`src/rtl/core/mf2c_pkg.sv`:
```
// Shared constants, register indexes and controller/datapath interface types
// for the clamped 2-D median filter. No dependencies.
package mf2c_pkg;

    localparam int DEF_MAX_RADIUS = 3;
    localparam int DEF_MAX_WIDTH  = 1024;
    localparam int DEF_MAX_HEIGHT = 1024;

    localparam int DATA_W  = 16;  // sample width
    localparam int CFG_W   = 11;  // width/height register width
    localparam int RAD_W   = 2;   // radius register width
    localparam int COORD_W = 10;  // out_row / out_col width
    localparam int DIM_W   = 13;  // internal coordinate width, holds up to 8191
    localparam int OFF_W   = 4;   // signed window offset, -8..7
    localparam int IDX_W   = 2;   // config index width

    localparam logic [IDX_W-1:0] REG_IMG_WIDTH  = 2'd0;
    localparam logic [IDX_W-1:0] REG_IMG_HEIGHT = 2'd1;
    localparam logic [IDX_W-1:0] REG_RADIUS     = 2'd2;

    localparam logic [CFG_W-1:0] RST_IMG_WIDTH  = 11'd64;
    localparam logic [CFG_W-1:0] RST_IMG_HEIGHT = 11'd64;
    localparam logic [RAD_W-1:0] RST_RADIUS     = 2'd1;

    typedef struct packed {
        logic start_item;  // item accepted: store sample, set output range
        logic win_start;   // begin gathering one window
        logic rd_issue;    // issue one line store read
        logic rotate;      // rank one candidate, rotate window
        logic next_out;    // result taken, step to next output pixel
    } mf2c_cmd_t;

    typedef struct packed {
        logic no_out;      // current item produces no result
        logic rd_last;     // this read is the last of the window
        logic sort_done;   // this rotation is the last one
        logic last_out;    // current output is the last of the item
    } mf2c_sts_t;

endpackage

```
`src/rtl/core/mf2c_ctrl.sv`:
```
// Sequencing state machine for the median filter.
// Depends on mf2c_pkg (command/status types).
module mf2c_ctrl
(
    input  logic                  clk,
    input  logic                  rst_n,
    input  logic                  in_valid,
    output logic                  in_ready,
    output logic                  out_valid,
    input  logic                  out_ready,
    input  mf2c_pkg::mf2c_sts_t   sts,
    output mf2c_pkg::mf2c_cmd_t   cmd
);

    typedef enum logic [7:0] {
        S_IDLE  = 8'b0000_0001,
        S_CHECK = 8'b0000_0010,
        S_WIN   = 8'b0000_0100,
        S_READ  = 8'b0000_1000,
        S_FLUSH = 8'b0001_0000,
        S_SORT  = 8'b0010_0000,
        S_PICK  = 8'b0100_0000,
        S_OUT   = 8'b1000_0000
    } state_t;

    state_t state_reg;
    state_t state_next;

    always_comb
    begin
        state_next = state_reg;
        case (state_reg)
            S_IDLE:  if (in_valid) state_next = S_CHECK;
            S_CHECK: state_next = sts.no_out ? S_IDLE : S_WIN;
            S_WIN:   state_next = S_READ;
            S_READ:  if (sts.rd_last) state_next = S_FLUSH;
            S_FLUSH: state_next = S_SORT;
            S_SORT:  if (sts.sort_done) state_next = S_PICK;
            S_PICK:  state_next = S_OUT;
            S_OUT:   if (out_ready) state_next = sts.last_out ? S_IDLE : S_WIN;
            default: state_next = S_IDLE;
        endcase
    end

    always_ff @(posedge clk or negedge rst_n)
    begin
        if (!rst_n)
            state_reg <= S_IDLE;
        else
            state_reg <= state_next;
    end

    assign in_ready       = (state_reg == S_IDLE);
    assign out_valid      = (state_reg == S_OUT);
    assign cmd.start_item = (state_reg == S_IDLE) && in_valid;
    assign cmd.win_start  = (state_reg == S_WIN);
    assign cmd.rd_issue   = (state_reg == S_READ);
    assign cmd.rotate     = (state_reg == S_SORT);
    assign cmd.next_out   = (state_reg == S_OUT) && out_ready;

endmodule

```
`config.mk`:
```
export PLATFORM = sky130hd
export DESIGN_NAME = mf2c_ctrl
export DESIGN_NICKNAME = d
export VERILOG_FILES = /design/src/rtl/core/mf2c_pkg.sv /design/src/rtl/core/mf2c_ctrl.sv
export SDC_FILE = /design/constraint.sdc
export NUM_CORES = 1
export LEC_CHECK = 0
export BUFFER_PORTS_ARGS = -buffer_cell sky130_fd_sc_hd__buf_4
export CORE_AREA = 5 5 46 48
export CTS_BUF_LIST = sky130_fd_sc_hd__clkbuf_8 sky130_fd_sc_hd__clkbuf_16
export DETAILED_ROUTE_END_ITERATION = 8
export DIE_AREA = 0 0 51 53
export SLEW_MARGIN = 0
export SYNTH_ARGS = -nofsm -noshare
export SYNTH_HDL_FRONTEND = slang
export SYNTH_SLANG_ARGS = --single-unit
```
`constraint.sdc`:
```
create_clock -name clk -period 2 [get_ports clk]
set_clock_uncertainty 0.1 [all_clocks]
set_input_delay 0.1 -clock clk [delete_from_list [all_inputs] [get_ports clk]]
set_output_delay 0.1 -clock clk [all_outputs]
set_load 0.02 [all_outputs]
```
Word level (Yosys, flattened, before mapping)
Index checks and enable logic that the tools add are counted.
{"block": "classes", "reduce_logical": 3, "eq_ne": 12, "muxes": 7}
{"op": "one-hot mux 8 bit (8 select lines)", "n": 1}
{"op": "2-to-1 mux 8 bit", "n": 4}
{"op": "== test 8 x 1 -> 1 bit (second input constant)", "n": 1}
{"op": "== test 8 x 2 -> 1 bit (second input constant)", "n": 1}
{"op": "== test 8 x 3 -> 1 bit (second input constant)", "n": 1}
{"op": "== test 8 x 4 -> 1 bit (second input constant)", "n": 1}
{"op": "== test 8 x 5 -> 1 bit (second input constant)", "n": 1}
{"op": "== test 8 x 6 -> 1 bit (second input constant)", "n": 1}
{"op": "== test 8 x 7 -> 1 bit (second input constant)", "n": 1}
{"op": "== test 8 bit (second input constant)", "n": 1}
{"op": "2-to-1 mux 3 bit", "n": 2}
{"op": "inequality test 2 bit (second input constant)", "n": 3}
{"op": "AND reduction 4 bit", "n": 1}
{"op": "logical AND 1 bit", "n": 2}
{"op": "inequality test 2 x 1 -> 1 bit (second input constant)", "n": 1}
{"block": "totals", "regBits": 8, "out_inout_bits": 7}

Logic depth before layout (Yosys ltp)
Gate-level depths: netlist of the first run.
{"block": "depth", "ltp_word": 3, "ltp_mapped": 6}

Worst setup path before layout of the first run
No wires, ideal clock.
{"block": "synth_timing", "path_type": "register -> register", "start": "register state_reg[5]", "end": "register state_reg[3]", "path_slack_ps": 220, "n_path_buf": 0, "period_less_slack_ps": 1780, "stages_incl_launch_ff": 4, "setup_time_ps": 66, "t_arrival_ps": 1614, "cell_sequence": "dfrtp_1 or4_4 nor4b_2 a21o_1"}
{"item": "from (decl)", "line_no": "mf2c_ctrl.sv:26", "source": "state_t state_reg;"}
{"item": "from (signal assigned)", "line_no": "mf2c_ctrl.sv:50", "source": "state_reg <= state_next;"}

==> impl_metrics.env, run 1 <==
export IMPL_vdd_drop_max_mv=0.4449
export IMPL_nNetsFinal=92
export IMPL_synth_area_top_cells="dfrtp_1 30%, nor2_1 5.7%, dfstp_2 4.4%"
export IMPL_cts_resized=0
export IMPL_rows=15
export IMPL_crit_path_start_kind="flip-flop"
export IMPL_clkTransAtPathRegs_ns=0.04
export IMPL_cts_sinks=8
export IMPL_required_ns=1.80
export IMPL_synthToLayoutAreaGrowth_pct=30.59
export IMPL_vias=540
export IMPL_vias_per_cell=5.400
export IMPL_grt_overflow_total=0
export IMPL_critPathCaptureType="primary output"
export IMPL_synth_top_area_frac=0.2954
export IMPL_die_height_um=53
export IMPL_first_pass_iters=4
export IMPL_rrSetupSlack_ns=0.25
export IMPL_cts_buffer_depth=2
export IMPL_wl_um=1348
export IMPL_place_worst_setup_slack_ns=0.2528
export IMPL_grt_pass1_vias=466
export IMPL_synth_nets=72
export IMPL_worstPathArrival_ns=1.73
export IMPL_design_core_area_mm2=0.001670
export IMPL_drv_cap=0
export IMPL_grt_pass1_wl_um=2152
export IMPL_design_area_um2=774.5
export IMPL_clock_fmax_mhz=518.8
export IMPL_syn_avg_cell_area_um2=9.267
export IMPL_cts_max_level=1
export IMPL_die_area_mm2=0.002703
export IMPL_path_class="reg -> out"
export IMPL_min_period_ns=1.928
export IMPL_post_route_drc_count=0
export IMPL_finalSetupViolCount=0
export IMPL_grt_max_degree=9
export IMPL_final_common_cell="buf_4"
export IMPL_ios=15
export IMPL_initial_utilization=0.3551
export IMPL_largest_register_ffs=8
export IMPL_diodes=0
export IMPL_placed_area_um2=704.4
export IMPL_grt_util_all_layers=0.1107
export IMPL_place_congestion=0.7639
export IMPL_dp_hpwl_um=1088
export IMPL_post_drt_wl_per_cell_um=13.48
export IMPL_hold_depth=2
export IMPL_syn_inst=64
export IMPL_dieWidth_um=51
export IMPL_worstMarginPinSlew_ns=0.3904
export IMPL_hp_class="in -> reg"
export IMPL_cts_buffers=3
export IMPL_final_max_slew_viol_count=0
export IMPL_synth_top_area_cell="dfrtp_1"
export IMPL_root_buffer="clkbuf_8"
export IMPL_first_iter_violations=5
export IMPL_timing_final_crit_share=0.9638
export IMPL_antenna_found_initial=0
export IMPL_fin_ws_ns=0.07240
export IMPL_cts_tree="built"
export IMPL_ys_ff_latch=8
export IMPL_hold_path_end="state_reg[1]$_DFFE_PN0P_"
export IMPL_r2r_end="state_reg[0]$_DFFE_PN1P_"
export IMPL_hold_start="in_valid"
export IMPL_syn_area_um2=593.1
export IMPL_yosysWarnings=0
export IMPL_power_density_mw_per_mm2=923.5
export IMPL_synthDistinctLibCells=34
export IMPL_maxSlewHeadroom=0.7387
export IMPL_leakagePower_nw=0.3593
export IMPL_status="finished clean"
export IMPL_crit_fanout=6
export IMPL_num_fill_cells=168
export IMPL_rr_worst_depth=6
export IMPL_hold_violations=0
export IMPL_port_buffers=14
export IMPL_ys_seq_area_frac=0.3397
export IMPL_drive_above_1_share=0.3373
export IMPL_mostFrequentLayoutCells="16 x buf_4, 9 x nor2_1, 7 x dfrtp_1"
export IMPL_worstReg2RegStart="state_reg[3]$_DFFE_PN0P_"
export IMPL_insertion_delay_ns=0.23
export IMPL_postRouteAntennaNets=0
## through the flow
step / TNS [ns] / util / hold WS [ns] / std cells / total power, mW
floorplan: 0 / - / -0.2956 / 64 / 0.4251
global placement: 0 / 0.4217 / -0.1756 / 93 / 0.5088
detailed placement: 0 / 0.4217 / -0.1763 / 93 / 0.5095
CTS: 0 / 0.4547 / 0.009698 / 98 / 0.7152
global route: -0.001340 / 0.4637 / 0.005731 / 100 / 0.7714
finish: 0 / 0.4637 / 0.009907 / 100 / 0.7153
## area by class of cell
type | count | area [µm²] | area share
clock buffers | 3 | 41.29 | 0.05331
clock inverters | 1 | 3.754 | 0.004847
inverters | 4 | 15.01 | 0.01939
multi-input cells | 50 | 361.6 | 0.4669
flip-flops and latches | 8 | 201.4 | 0.2601
well taps | 17 | 21.27 | 0.02746
repair buffers | 17 | 130.1 | 0.1680
## metal layers
| metal | part of all wire | global-route usage | vias up | wire (µm) |
|---|---|---|---|---|
| li1 | - | - | 269 | - |
| met1 | 0.45 | 0.1402 | 265 | 605 |
| met2 | 0.50 | 0.1674 | 6 | 672 |
| met3 | 0.052 | 0.05352 | 0 | 70 |
| met4 | 0 | 0.02691 | 0 | 0 |
| met5 | 0 | 0 | - | 0 |
## power breakdown
group / leakage (nW) / switching [mW] / internal [mW]
Combinational: 0.225 / 0.160 / 0.142
Clock: 0.0269 / 0.0640 / 0.133
Sequential: 0.107 / 0.0248 / 0.191
## cell usage after synthesis
cell type,number
nand4_1,1
nor3_4,1
or4_4,1
a21o_1,1
nand3_1,1
inv_1,4
or2b_1,1
xnor2_1,1
o211ai_2,1
a22oi_1,1
nor4_4,1
nand2_1,2
nand2b_1,2
dfstp_2,1
buf_4,2
o21ai_0,1
nand3_2,1
nand4b_1,1
nor4_1,2
nor2_1,9
nor4b_2,1
o311ai_0,1
mux2i_1,1
or2_2,1
a21oi_1,2
and3_1,4
and2_1,3
dfrtp_1,7
nor3_1,1
nor4b_1,3
o211ai_1,1
and2b_1,1
nor2b_1,2
a2bb2oi_2,1
## critical path, cell delays in order (launching register included)
cell	delay (ns)
dfrtp_1	0.46
or4_4	0.55
nor4b_2	0.29
buf_4	0.20
## worst max path at each step
stage	end	depth (start not counted)	slack (ns)	start
global placement	state_reg[2]$_DFFE_PN0P_	5	0.28	state_reg[5]$_DFFE_PN0P_
finish	cmd[3]	3	0.07	state_reg[5]$_DFFE_PN0P_
global route	cmd[4]	4	-0.001	state_reg[3]$_DFFE_PN0P_
detailed placement	state_reg[2]$_DFFE_PN0P_	5	0.25	state_reg[5]$_DFFE_PN0P_
floorplan	state_reg[3]$_DFFE_PN0P_	3	0.22	state_reg[5]$_DFFE_PN0P_
CTS	cmd[3]	3	0.06	state_reg[5]$_DFFE_PN0P_
## kinds of logic after synthesis
| family | count (synthesis) | share of synthesized area |
|---|---|---|
| flops | 8 | 0.3397 |
| xor+xnor | 1 | 0.01477 |
| buf+inv | 6 | 0.05062 |
| compound gates | 9 | 0.1245 |
| mux | 1 | 0.01688 |
| simple gates | 39 | 0.4536 |
## repair_timing
action | CTS | global route
endpoints found under the hold margin | 8 | 0
hold buffers | 1 | 0
buffers inserted | 0 | 2
setup endpoints to repair | 0 | 1
No activity file was read; power rests on OpenSTA's default activity.
==> run 2, diff against run 1 <==
--- a/config.mk
+++ b/config.mk
@@ -6,10 +6,12 @@
 export NUM_CORES = 1
 export LEC_CHECK = 0
 export BUFFER_PORTS_ARGS = -buffer_cell sky130_fd_sc_hd__buf_4
-export CORE_AREA = 5 5 46 48
+export CORE_AREA = 5 5 42 44
 export CTS_BUF_LIST = sky130_fd_sc_hd__clkbuf_8 sky130_fd_sc_hd__clkbuf_16
 export DETAILED_ROUTE_END_ITERATION = 8
-export DIE_AREA = 0 0 51 53
+export DIE_AREA = 0 0 47 49
+export PLACE_DENSITY = 0.69
+export RECOVER_POWER = 25
 export SLEW_MARGIN = 0
 export SYNTH_ARGS = -nofsm -noshare
 export SYNTH_HDL_FRONTEND = slang
==> impl_metrics.env, run 2 (synthesis results as in run 1) <==
export IMPL_status="finished clean"
export IMPL_power_switching_share=0.3459
export IMPL_instances_no_fill=99
export IMPL_wl_um=1331
export IMPL_rrSetupSlack_ns=0.21
export IMPL_critPathCaptureType="primary output"
export IMPL_timing_final_crit_share=0.9736
export IMPL_hp_class="in -> reg"
export IMPL_total_power_mw=0.7277
export IMPL_grt_pass1_vias=511
export IMPL_root_buffer="clkbuf_8"
export IMPL_antenna_found_initial=0
export IMPL_first_iter_violations=27
export IMPL_grt_use_met2=0.1991
export IMPL_finalSetupViolCount=0
export IMPL_place_congestion=0.7785
export IMPL_drv_cap=0
export IMPL_nNetsFinal=92
export IMPL_hold_depth=3
export IMPL_fin_tns_setup_ns=0
export IMPL_fin_util=0.5607
export IMPL_grt_setup_unrepaired="true"
export IMPL_vdd_drop_max_mv=0.6011
export IMPL_grt_util_all_layers=0.1428
export IMPL_p_switching_mw=0.2517
export IMPL_vias_per_cell=5.465
export IMPL_grt_busiest_layer="met2"
export IMPL_dp_cells=92
export IMPL_grt_pass1_wl_um=2277
export IMPL_crit_path_cell_trace="nor4_4 -> and3_1 -> and2_1 -> buf_4"
export IMPL_worstPathArrival_ns=1.75
export IMPL_maxSlewHeadroom=0.7037
export IMPL_postRouteAntennaNets=0
export IMPL_grt_overflow_total=0
export IMPL_insertion_delay_ns=0.24
export IMPL_design_core_area_mm2=0.001401
export IMPL_hold_start="out_ready"
export IMPL_vias=541
export IMPL_r2r_end="state_reg[0]$_DFFE_PN1P_"
export IMPL_diodes=0
export IMPL_cp_num_buf_inv=1
export IMPL_p_comb_frac=0.426
export IMPL_worstReg2RegStart="state_reg[3]$_DFFE_PN0P_"
export IMPL_mostFrequentLayoutCells="14 x buf_4, 9 x nor2_1, 7 x dfrtp_1"
export IMPL_clock_fmax_mhz=513.6
export IMPL_globalRouteMet1Util=0.1670
export IMPL_die_height_um=49
export IMPL_dp_hpwl_um=1015
export IMPL_dieWidth_um=47
export IMPL_largest_register_ffs=8
export IMPL_drive_above_1_share=0.3253
export IMPL_synthToLayoutAreaGrowth_pct=32.49
export IMPL_cts_max_level=1
export IMPL_path_class="reg -> out"
export IMPL_post_route_drc_count=0
export IMPL_cts_buffers=3
export IMPL_rr_worst_depth=6
export IMPL_leakagePower_nw=0.3564
export IMPL_hold_violations=0
export IMPL_grt_max_degree=9
export IMPL_min_period_ns=1.947
export IMPL_cts_tree="built"
export IMPL_cts_buffer_depth=2
export IMPL_initial_utilization=0.4232
export IMPL_ios=15
export IMPL_final_common_cell="buf_4"
export IMPL_required_ns=1.80
export IMPL_p_seq_frac=0.302
export IMPL_power_density_mw_per_mm2=926.1
export IMPL_use_met3=0.04428
export IMPL_clockPowerShare=0.273
export IMPL_crit_path_start_kind="flip-flop"
export IMPL_final_max_slew_viol_count=0
export IMPL_worstMarginPinSlew_ns=0.4388
export IMPL_post_drt_wl_per_cell_um=13.44
export IMPL_cts_sinks=8
export IMPL_die_area_mm2=0.002303
export IMPL_rows=14
export IMPL_crit_family="simple AND/OR/NAND/NOR gates"
export IMPL_p_int_mw=0.4760
export IMPL_hold_path_end="state_reg[7]$_DFFE_PN0P_"
export IMPL_clkTransAtPathRegs_ns=0.04
export IMPL_crit_fanout=8
export IMPL_first_pass_iters=4
export IMPL_placed_area_um2=703.2
export IMPL_design_area_um2=785.8
export IMPL_port_buffers=14
export IMPL_slowest_stage="dfrtp_1"
export IMPL_cp_slowest_stage_delay_ns=0.50
run 2: cell types whose count changed in the layout (fill, tap and decap cells not counted):
cell,before,now
nor4b_2,1,0
and3_1,4,3
and3_4,0,1
clkbuf_1,0,1
dlygate4sd3_1,1,2
nor4b_4,0,1
buf_4,16,14
run 2: tightest hold or removal path: stages:
cell	delay [ns]
buf_4	0.10
nand2b_1	0.09
a21oi_1	0.05
run 2: repair_timing:
item	CTS	global route
gates resized for setup	0	3
setup buffers	0	1
hold buffers	2	0
endpoints found under the hold margin	9	0
endpoints found under the setup margin	0	2
run 2: how the worst max path moves through the flow:
| stage | from | to | slack, ns | cells past startpoint |
|---|---|---|---|---|
| after detailed placement | state_reg[5]$_DFFE_PN0P_ | state_reg[2]$_DFFE_PN0P_ | 0.28 | 5 |
| after global routing | state_reg[3]$_DFFE_PN0P_ | cmd[0] | -0.03 | 4 |
| final | state_reg[3]$_DFFE_PN0P_ | cmd[0] | 0.05 | 4 |
| after CTS | state_reg[5]$_DFFE_PN0P_ | cmd[4] | 0.08 | 4 |
| after global placement | state_reg[5]$_DFFE_PN0P_ | state_reg[2]$_DFFE_PN0P_ | 0.30 | 5 |
| after floorplan | state_reg[5]$_DFFE_PN0P_ | state_reg[3]$_DFFE_PN0P_ | 0.22 | 3 |
run 2: power by group through the flow:
stage | sequential [mW] | clock, mW | combinational, mW
floorplan | 0.206 | 0 | 0.219
global placement | 0.219 | 0 | 0.286
detailed placement | 0.221 | 0 | 0.284
CTS | 0.219 | 0.206 | 0.289
global route | 0.225 | 0.217 | 0.343
finish | 0.219 | 0.198 | 0.310
run 2: through the flow:
step | setup WS [ns] | hold WS (ns)
4_1_cts | 0.07686 | 0.03907
3_5_place_dp | 0.2832 | -0.1783
6_report | 0.05282 | 0.03995
5_1_grt | -0.02604 | 0.04865
2_1_floorplan | 0.2198 | -0.2956
3_3_place_gp | 0.2980 | -0.1756
run 2: layer usage:
layer / share of wire / up-vias
li1: - / 267
met1: 0.42 / 257
met2: 0.50 / 12
met3: 0.038 / 5
met4: 0.041 / 0
met5: 0 / -
run 2: final cells by class:
| type | count | area (µm²) |
|---|---|---|
| Timing Repair Buffer | 17 | 128.9 |
| Clock buffer | 3 | 41.29 |
| Tap cell | 16 | 20.02 |
| Inverter | 4 | 15.01 |
| Multi-Input combinational cell | 50 | 375.4 |
| Clock inverter | 1 | 3.754 |
| Fill cell | 135 | 615.6 |
| Sequential cell | 8 | 201.4 |
==> run 3, diff against run 2 <==
==> constraint.sdc (replaced) <==
create_clock -name clk -period 2 [get_ports clk]
set_clock_uncertainty 0.1 [all_clocks]
set_input_delay 0.4 -clock clk [delete_from_list [all_inputs] [get_ports clk]]
set_output_delay 0.4 -clock clk [all_outputs]
set_load 0.02 [all_outputs]
==> impl_metrics.env, run 3 (synthesis results as in run 1) <==
export IMPL_status="finished, violations left"
export IMPL_violations="negative setup slack"
export IMPL_largest_register_ffs=8
export IMPL_first_iter_violations=0
export IMPL_place_worst_setup_slack_ns=0.06144
export IMPL_crit_fanout=4
export IMPL_hold_violations=0
export IMPL_grt_util_all_layers=0.1623
export IMPL_crit_cells=3
export IMPL_port_buffers=14
export IMPL_worstPathArrival_ns=1.63
export IMPL_first_pass_iters=1
export IMPL_dp_hpwl_um=1094
export IMPL_cp_slowest_stage_delay_ns=0.58
export IMPL_vdd_drop_max_mv=0.6182
export IMPL_r2r_end="state_reg[0]$_DFFE_PN1P_"
export IMPL_vias_per_cell=5.171
export IMPL_place_congestion=0.8052
export IMPL_design_core_area_mm2=0.001401
export IMPL_cts_sinks=8
export IMPL_cts_buffer_depth=2
export IMPL_grt_pass1_vias=593
export IMPL_die_area_mm2=0.002303
export IMPL_root_buffer="clkbuf_8"
export IMPL_diodes=0
export IMPL_post_route_drc_count=0
export IMPL_antenna_found_initial=0
export IMPL_clock_fmax_mhz=469.3
export IMPL_dieWidth_um=47
export IMPL_grt_setup_unrepaired="true"
export IMPL_hold_path_end="state_reg[1]$_DFFE_PN0P_"
export IMPL_leakagePower_nw=0.4214
export IMPL_vias=574
export IMPL_crit_path_start_kind="flip-flop"
export IMPL_clkTransAtPathRegs_ns=0.04
export IMPL_path_class="reg -> out"
export IMPL_rows=14
export IMPL_cts_buffers=3
export IMPL_cts_max_level=1
export IMPL_final_max_slew_viol_count=0
export IMPL_crit_path_start="state_reg[0]$_DFFE_PN1P_"
export IMPL_grt_max_degree=9
export IMPL_finalSetupViolCount=5
export IMPL_wl_um=1495
export IMPL_worstReg2RegStart="state_reg[0]$_DFFE_PN1P_"
export IMPL_synthToLayoutAreaGrowth_pct=52.53
export IMPL_rr_worst_depth=8
export IMPL_placed_area_um2=740.7
export IMPL_fin_ws_ns=-0.1310
export IMPL_hold_start="in_valid"
export IMPL_cp_num_buf_inv=1
export IMPL_insertion_delay_ns=0.24
export IMPL_crit_family="simple AND/OR/NAND/NOR gates"
export IMPL_hold_depth=2
export IMPL_initial_utilization=0.4232
export IMPL_rrSetupSlack_ns=0.17
export IMPL_timing_final_crit_share=1.065
export IMPL_maxSlewHeadroom=0.7048
export IMPL_ios=15
export IMPL_power_density_mw_per_mm2=899.8
export IMPL_final_common_cell="buf_4"
export IMPL_required_ns=1.50
export IMPL_cts_tree="built"
export IMPL_hp_class="in -> reg"
export IMPL_postRouteAntennaNets=0
export IMPL_min_period_ns=2.131
export IMPL_drive_above_1_share=0.4737
export IMPL_worstMarginPinSlew_ns=0.4428
export IMPL_post_drt_wl_per_cell_um=13.47
export IMPL_drv_cap=0
export IMPL_critPathCaptureType="primary output"
export IMPL_nNetsFinal=104
export IMPL_num_fill_cells=124
export IMPL_crit_path_cell_trace="or4_4 -> nor4b_4 -> buf_4"
export IMPL_mostFrequentLayoutCells="22 x buf_4, 9 x nor2_1, 5 x inv_1, 5 x buf_6, 5 x dfrtp_1"
export IMPL_die_height_um=49
export IMPL_grt_pass1_wl_um=2594
export IMPL_grt_overflow_total=0
export IMPL_slowest_stage="or4_4"
export IMPL_design_area_um2=904.6
run 3: cell count changes in the layout (fill, tap and decap cells not counted), sizes merged:
cell	previous run	this run
buf	14	27
dlygate4sd3	2	1
run 3: through the flow:
stage	instances	power, mW	util	TNS (ns)	hold slack, ns
final	111	0.8140	0.6455	-0.3443	0.2979
after global routing	111	0.8787	0.6455	-0.8651	0.2947
after CTS	106	0.7870	0.6161	-0.2404	0.3042
after detailed placement	97	0.5260	0.5286	0	0.1233
after global placement	97	0.5248	0.5286	0	0.1266
after floorplan	64	0.4251	-	0	0.004409
run 3: worst max-delay path by stage:
stage	end
global route	cmd[4]
floorplan	cmd[3]
finish	cmd[3]
global placement	cmd[3]
detailed placement	cmd[3]
CTS	cmd[3]
run 3: routing by layer:
| layer | global-route usage | wire [µm] |
|---|---|---|
| met4 | 0.1382 | 65 |
| met2 | 0.2353 | 747 |
| met3 | 0.02583 | 45 |
| met1 | 0.1973 | 636 |
| met5 | 0 | 0 |
run 3: power breakdown:
part / leakage, nW / internal [mW] / switching, mW / total, mW
logic: 0.291 / 0.216 / 0.182 / 0.399
registers: 0.104 / 0.191 / 0.0202 / 0.212
clock network: 0.0269 / 0.133 / 0.0703 / 0.204
run 3: cell type report:
cell class              count  area [µm²]  area share
clock inverters             1       3.754    0.004149
multi-input cells          50       385.4      0.4260
flip-flops and latches      8       203.9      0.2254
clock buffers               3       41.29     0.04564
well taps                  16       20.02     0.02213
repair buffers             29       235.2      0.2600
inverters                   4       15.01     0.01660
run 3: repair_timing:
item	CTS	global route
resized for setup	10	2
hold buffers	1	0
setup endpoints to repair	5	7
buffers inserted	4	5
gates cloned	0	0
hold endpoints to repair	7	0
pin swaps	8	2
